===== src/rtl/core/lwwp_pkg.sv =====
package lwwp_pkg;

	localparam int LWWP_TABLE_DEPTH = 256;

	localparam int CMD_W   = 1;
	localparam int SLOT_W  = 8;
	localparam int KIND_W  = 15;
	localparam int LEVEL_W = 8;
	localparam int TOTAL_W = 15;
	localparam int RND_W   = 16;
	localparam int CFG_W   = 9;

	localparam logic [CMD_W-1:0] CMD_LOAD = 1'b0;
	localparam logic [CMD_W-1:0] CMD_PICK = 1'b1;

	typedef struct packed {
		logic [KIND_W-1:0]  kind;
		logic [LEVEL_W-1:0] level;
		logic [TOTAL_W-1:0] total;
	} entry_t;

	localparam int ENTRY_W = $bits(entry_t);

	typedef enum logic [3:0] {
		OP_NONE,
		OP_CAPTURE,
		OP_RD_LAST,
		OP_CLAMP,
		OP_SCAN1,
		OP_CHECK,
		OP_DIV,
		OP_S2_INIT,
		OP_SCAN2
	} dp_op_t;

	typedef struct packed {
		dp_op_t op;
		logic   push;
	} dp_cmd_t;

	typedef struct packed {
		logic scan_done;
		logic none;
		logic weight_pos;
		logic div_done;
		logic span_empty;
	} dp_status_t;

endpackage


===== src/rtl/core/lwwp_ctrl.sv =====
module lwwp_ctrl
	import lwwp_pkg::*;
(
	input  logic             clk,
	input  logic             arst_n,
	input  logic             req_valid,
	input  logic [CMD_W-1:0] command,
	output logic             req_ready,
	output logic             rsp_valid,
	input  logic             rsp_ready,
	output dp_cmd_t          cmd,
	input  dp_status_t       st
);
	typedef enum logic [3:0] {
		S_IDLE,
		S_RD_LAST,
		S_CLAMP,
		S_SCAN1,
		S_CHECK,
		S_DIV,
		S_S2_INIT,
		S_SCAN2,
		S_RESP
	} state_t;

	state_t state_q;
	logic   out_valid_q;
	logic   push;

	assign req_ready = (state_q == S_IDLE);
	assign rsp_valid = out_valid_q;
	assign push      = (state_q == S_RESP) && (!out_valid_q || rsp_ready);

	always_comb begin
		cmd.push = push;
		case (state_q)
			S_IDLE:    cmd.op = req_valid ? OP_CAPTURE : OP_NONE;
			S_RD_LAST: cmd.op = OP_RD_LAST;
			S_CLAMP:   cmd.op = OP_CLAMP;
			S_SCAN1:   cmd.op = OP_SCAN1;
			S_CHECK:   cmd.op = OP_CHECK;
			S_DIV:     cmd.op = OP_DIV;
			S_S2_INIT: cmd.op = OP_S2_INIT;
			S_SCAN2:   cmd.op = OP_SCAN2;
			default:   cmd.op = OP_NONE;
		endcase
	end

	always_ff @(posedge clk or negedge arst_n) begin
		if (!arst_n) begin
			state_q     <= S_IDLE;
			out_valid_q <= 1'b0;
		end else begin
			if (push) begin
				out_valid_q <= 1'b1;
			end else if (rsp_ready) begin
				out_valid_q <= 1'b0;
			end
			case (state_q)
				S_IDLE: begin
					if (req_valid) begin
						state_q <= (command == CMD_PICK) ? S_RD_LAST : S_RESP;
					end
				end
				S_RD_LAST: state_q <= S_CLAMP;
				S_CLAMP:   state_q <= S_SCAN1;
				S_SCAN1: begin
					if (st.scan_done) begin
						state_q <= S_CHECK;
					end
				end
				S_CHECK: begin
					if (st.none) begin
						state_q <= S_RESP;
					end else if (st.weight_pos) begin
						state_q <= S_DIV;
					end else begin
						state_q <= S_S2_INIT;
					end
				end
				S_DIV: begin
					if (st.div_done) begin
						state_q <= S_S2_INIT;
					end
				end
				S_S2_INIT: state_q <= st.span_empty ? S_RESP : S_SCAN2;
				S_SCAN2: begin
					if (st.scan_done) begin
						state_q <= S_RESP;
					end
				end
				S_RESP: begin
					if (push) begin
						state_q <= S_IDLE;
					end
				end
				default: state_q <= S_IDLE;
			endcase
		end
	end
endmodule


===== config.mk =====
export PLATFORM = sky130hd
export DESIGN_NAME = lwwp_ctrl
export DESIGN_NICKNAME = d
export VERILOG_FILES = /design/src/rtl/core/lwwp_pkg.sv /design/src/rtl/core/lwwp_ctrl.sv
export SDC_FILE = /design/constraint.sdc
export NUM_CORES = 1
export LEC_CHECK = 0
export ABC_AREA = 1
export BUFFER_PORTS_ARGS = -buffer_cell sky130_fd_sc_hd__buf_4
export CORE_AREA = 2 2 39 41
export DETAILED_ROUTE_END_ITERATION = 6
export DIE_AREA = 0 0 41 43
export PLACE_DENSITY = 0.61
export SYNTH_ARGS = -nofsm -noshare
export SYNTH_HDL_FRONTEND = slang
export SYNTH_SLANG_ARGS = --single-unit

===== constraint.sdc =====
create_clock -name clk -period 1.4 [get_ports clk]
set_input_delay 0.21 -clock clk [delete_from_list [all_inputs] [get_ports clk]]
set_output_delay 0.21 -clock clk [all_outputs]
set_load 0.05 [all_outputs]

Word-level counts from Yosys, hierarchy flattened
Cells that the tools add are included.
W data, S select, Z words.

storage, ports and cells
  word-level logic and storage cells = 35
  bits in registers = 5
  output and inout port bits = 7

operators by class
  multiplexer cells = 14
  equal/unequal tests = 13
  reductions and logical operators = 6

operators by type and width
  operator              number
  $pmux W4 S9           1
  $mux W4               8
  $pmux W4 S8           1
  $eq A4 B3 Y1 const B  4
  $ne A2 B2 Y1 const B  5
  $eq A4 B2 Y1 const B  2
  $reduce_and A5 Y1     1
  $eq A4 B1 Y1 const B  1
  $eq A4 B4 Y1 const B  1
  $logic_not A4 Y1      1
  $mux W1               3
  $mux W2               1
  $reduce_bool A2 Y1    1
  $logic_and A1 B1 Y1   1
  $logic_not A1 Y1      1
  $logic_or A1 B1 Y1    1

Logic depth before layout (Yosys ltp)
  depth in word-level cells = 5
  mapped depth = 7

Worst setup path after synthesis
Ideal clock, no wire load.

  path kind = flip-flop to output port
  from = reg state_q[1]
  to = out cmd[1] (netlist bit)
  path buffers = 0
  slack = -0.650 ns
  data arrival time = 1.840 ns
  data required time = 1.190 ns
  cell stages (with the launch flop) = 3
  cells stage by stage = dfrtp_1 > inv_2 > a311oi_1

RTL lines
  element                 RTL line         text
  from (decl)             lwwp_ctrl.sv:26  state_t state_q;
  from (signal assigned)  lwwp_ctrl.sv:62  state_q <= (command == CMD_PICK) ? S_RD_LAST : S_RESP;
  from (signal assigned)  lwwp_ctrl.sv:86  S_S2_INIT: state_q <= st.span_empty ? S_RESP : S_SCAN2;
  to (decl)               lwwp_ctrl.sv:11  output dp_cmd_t cmd,

==> metrics.cfg <==
[outcome]
status = finished, violations left
violations = setup timing

[cts]
tritoncts = built
clock-sinks = 5
clockBufferDepth = 2
clk_latency_ps = 240
htreeDepth = 1
clkTransAtPathRegs_ps = 40
cts-root-buf = clkbuf_4
cts_buffers = 3

[setup_path]
r2r-start = state_q[1]
cp_num_buf_inv = 2
crit_type = reg2out
r2r_slack_ps = 50
r2r_end = state_q[0]
worst_path_max_delay_cell = dfrtp_2
cpPeakStageDelay_ps = 430
worstSetupStartpointType = flip-flop
cp.required_ps = 1190
reg2reg_depth = 8
critPathTopFamily = flip-flops
path_cells = buf_12 > a311oi_4 > buf_6
arrival_ps = 1260
worstPathMaxFanout = 4
cp-end-kind = primary output

[timing]
final.period_utilization_pct = 105.1
fin_crit_ps = 1471
finClkSkew_ps = 2.260
finalHoldViolCount = 0
drv_slew = 0
relSlewSlack_pct = 85.25
fin_tns_setup_ps = -154.6
setup_violations = 6
timing.final.ws_setup_ps = -71.11
rsz0062_at_grt = yes
worst_pin_slew_ps = 221.2
max_freq_mhz = 679.8
whs_ps = 208.1

[yosys]
syn_area_per_cell_um2 = 6.506
synth_edf_count = 0
syn-num-nets = 80
syn_inst = 70
ys_warn_count = 0
ys_ff_latch = 5
synthesis.area_um2 = 455.4
yosysSeqAreaShare_pct = 27.47
synthFlopType = dfrtp_1
netlist-cell-type-count = 17
async_reset_ff_share_pct = 100.0

[placed_design]
place_area_um2 = 654.4
gp_congestion = 0.8319
dp_hpwl_um = 943
io_buffers = 16

[global_route]
antenna_found_initial = 0
grt_max_degree = 9
grt_pass1_vias = 516
grt-ovfl-total = 0
track_usage_pct = 16.48
grt_pass1_wl_um = 1932

[floorplanning]
die_h_um = 43
die_w_um = 41
io-pin-count = 17
start_util_pct = 32.91
rows = 14
core_mm2 = 0.001384
dieArea_mm2 = 0.001763

[cells_and_area]
multi_input_area_um2 = 334.1
post-route-cell-area_um2 = 825.8
synthToLayoutAreaGrowth_pct = 81.32
fillers = 136
regArea_um2 = 128.9
final_core_util_pct = 59.67
fin_nets = 112
antenna_cells = 0
drive_gt1_share_pct = 54.46

[detailed_routing]
drc = 0
drt-total-wl_um = 1271
wl_met3_um = 54
ant_nets = 0
num_vias = 567
wl_met2_um = 655
drtIter0Drc = 7
viasPerCell = 4.846
wl_met1_um = 545
post_drt_wl_per_cell_um = 10.86
highest_layer = met4
drtPass1Iterations = 4

[hold_path]
hold_class = in2reg
whs_path_depth = 2
min_to = rsp_valid
hold_start = rsp_ready

[pwr]
p_total_mw = 1.961
power_density_mw_per_mm2 = 2375
vdd_drop_max_v = 0.0009750
p_leak_nw = 0.4181

[flow_run]
cap_viol_max_count = 0

[cells in the mapped netlist, types with 2 or more instances]
master	number	area [um^2]
dfrtp_1	5	125.1
nor2_4	2	22.52
nand3b_1	2	15.01
nand4_1	2	12.51
nand3_2	2	20.02
o211ai_1	3	22.52
inv_2	3	11.26
o21ai_0	2	10.01
nand3_1	6	30.03
nand2_1	18	67.56
nor2_1	7	26.28
nor2_2	3	18.77
nand2_2	3	18.77
inv_1	9	33.78
[where the power goes]
group / internal, mW / leakage [nW] / total (mW) / switching, mW
Clock: 0.108 / 0.0150 / 0.164 / 0.0561
Sequential: 0.209 / 0.0614 / 0.285 / 0.0766
Combinational: 0.644 / 0.342 / 1.51 / 0.868
Total: 0.960 / 0.418 / 1.96 / 1.00
[sequential cells by signal, summed over array words and instances, names as in the netlist]
register and flops:
state_q 4, rsp_valid 1
[worst register-to-register path: cells and delay by family (launching register included)]
family                 cells  cell delay (ps)
DFF                        1              450
and+or+nand+nor            6              500
buffers and inverters      2              290
[logic make-up (layout without fill, tap and decap cells)]
group	Yosys count	in the layout	synth area share, %
AND/OR/NAND/NOR	46	46	51.92
AO/OA/AOI/OAI	6	6	9.066
flip-flops	5	5	27.47
buffers and inverters	13	44	11.54
[cell type report]
type,instances,share of cell area (%)
clock buffer,4,3.182
timing repair buffer,28,32.27
inverter,12,6.061
sequential,5,15.61
multi-input combinational,52,40.45
tap,16,2.424
[worst max path at each step]
stage	from	to	cells past startpoint	slack, ps
finish	state_q[3]	cmd[1]	3	-70
global route	state_q[3]	cmd[1]	3	-100
CTS	state_q[1]	cmd[0]	5	-90
detailed placement	state_q[3]	cmd[0]	5	60
global placement	state_q[1]	cmd[2]	4	90
floorplan	state_q[0]	cmd[0]	4	30
[timing repair]
action / in CTS / in global routing
gates resized for setup: 12 / 12
pin swaps: 4 / 3
setup buffers: 3 / 4
setup endpoints to repair: 6 / 6
hold buffers: 1 / 0
endpoints found under the hold margin: 5 / 0
cloned: 0 / 0
[per-layer routing]
metal | GRT usage [%] | vias to the layer above
met4 | 12.67 | 0
met3 | 1.571 | 2
met5 | 0 | -
li1 | - | 288
met2 | 23.44 | 16
met1 | 21.71 | 261
[through the flow]
stage | std cells | setup WS (ps)
CTS | 113 | -89.56
global placement | 105 | 93.10
global route | 117 | -97.04
finish | 117 | -71.11
floorplan | 70 | 30.26
detailed placement | 105 | 58.32
[placed cells by master, fill, tap and decap left out, types with 2 or more instances in the layout]
master / count
dfrtp_2: 3
buf_6: 7
inv_1: 7
buf_4: 17
o211ai_1: 3
nor2_2: 3
buf_8: 2
nand3_2: 2
nand4_1: 2
nand2_1: 15
o21ai_0: 2
nand3b_1: 2
clkbuf_4: 3
nor2_4: 4
dfrtp_1: 2
nand3_1: 6
nor2_1: 5
inv_2: 4
nand2_2: 5
Note: power is estimated with default switching activity, not from simulation.
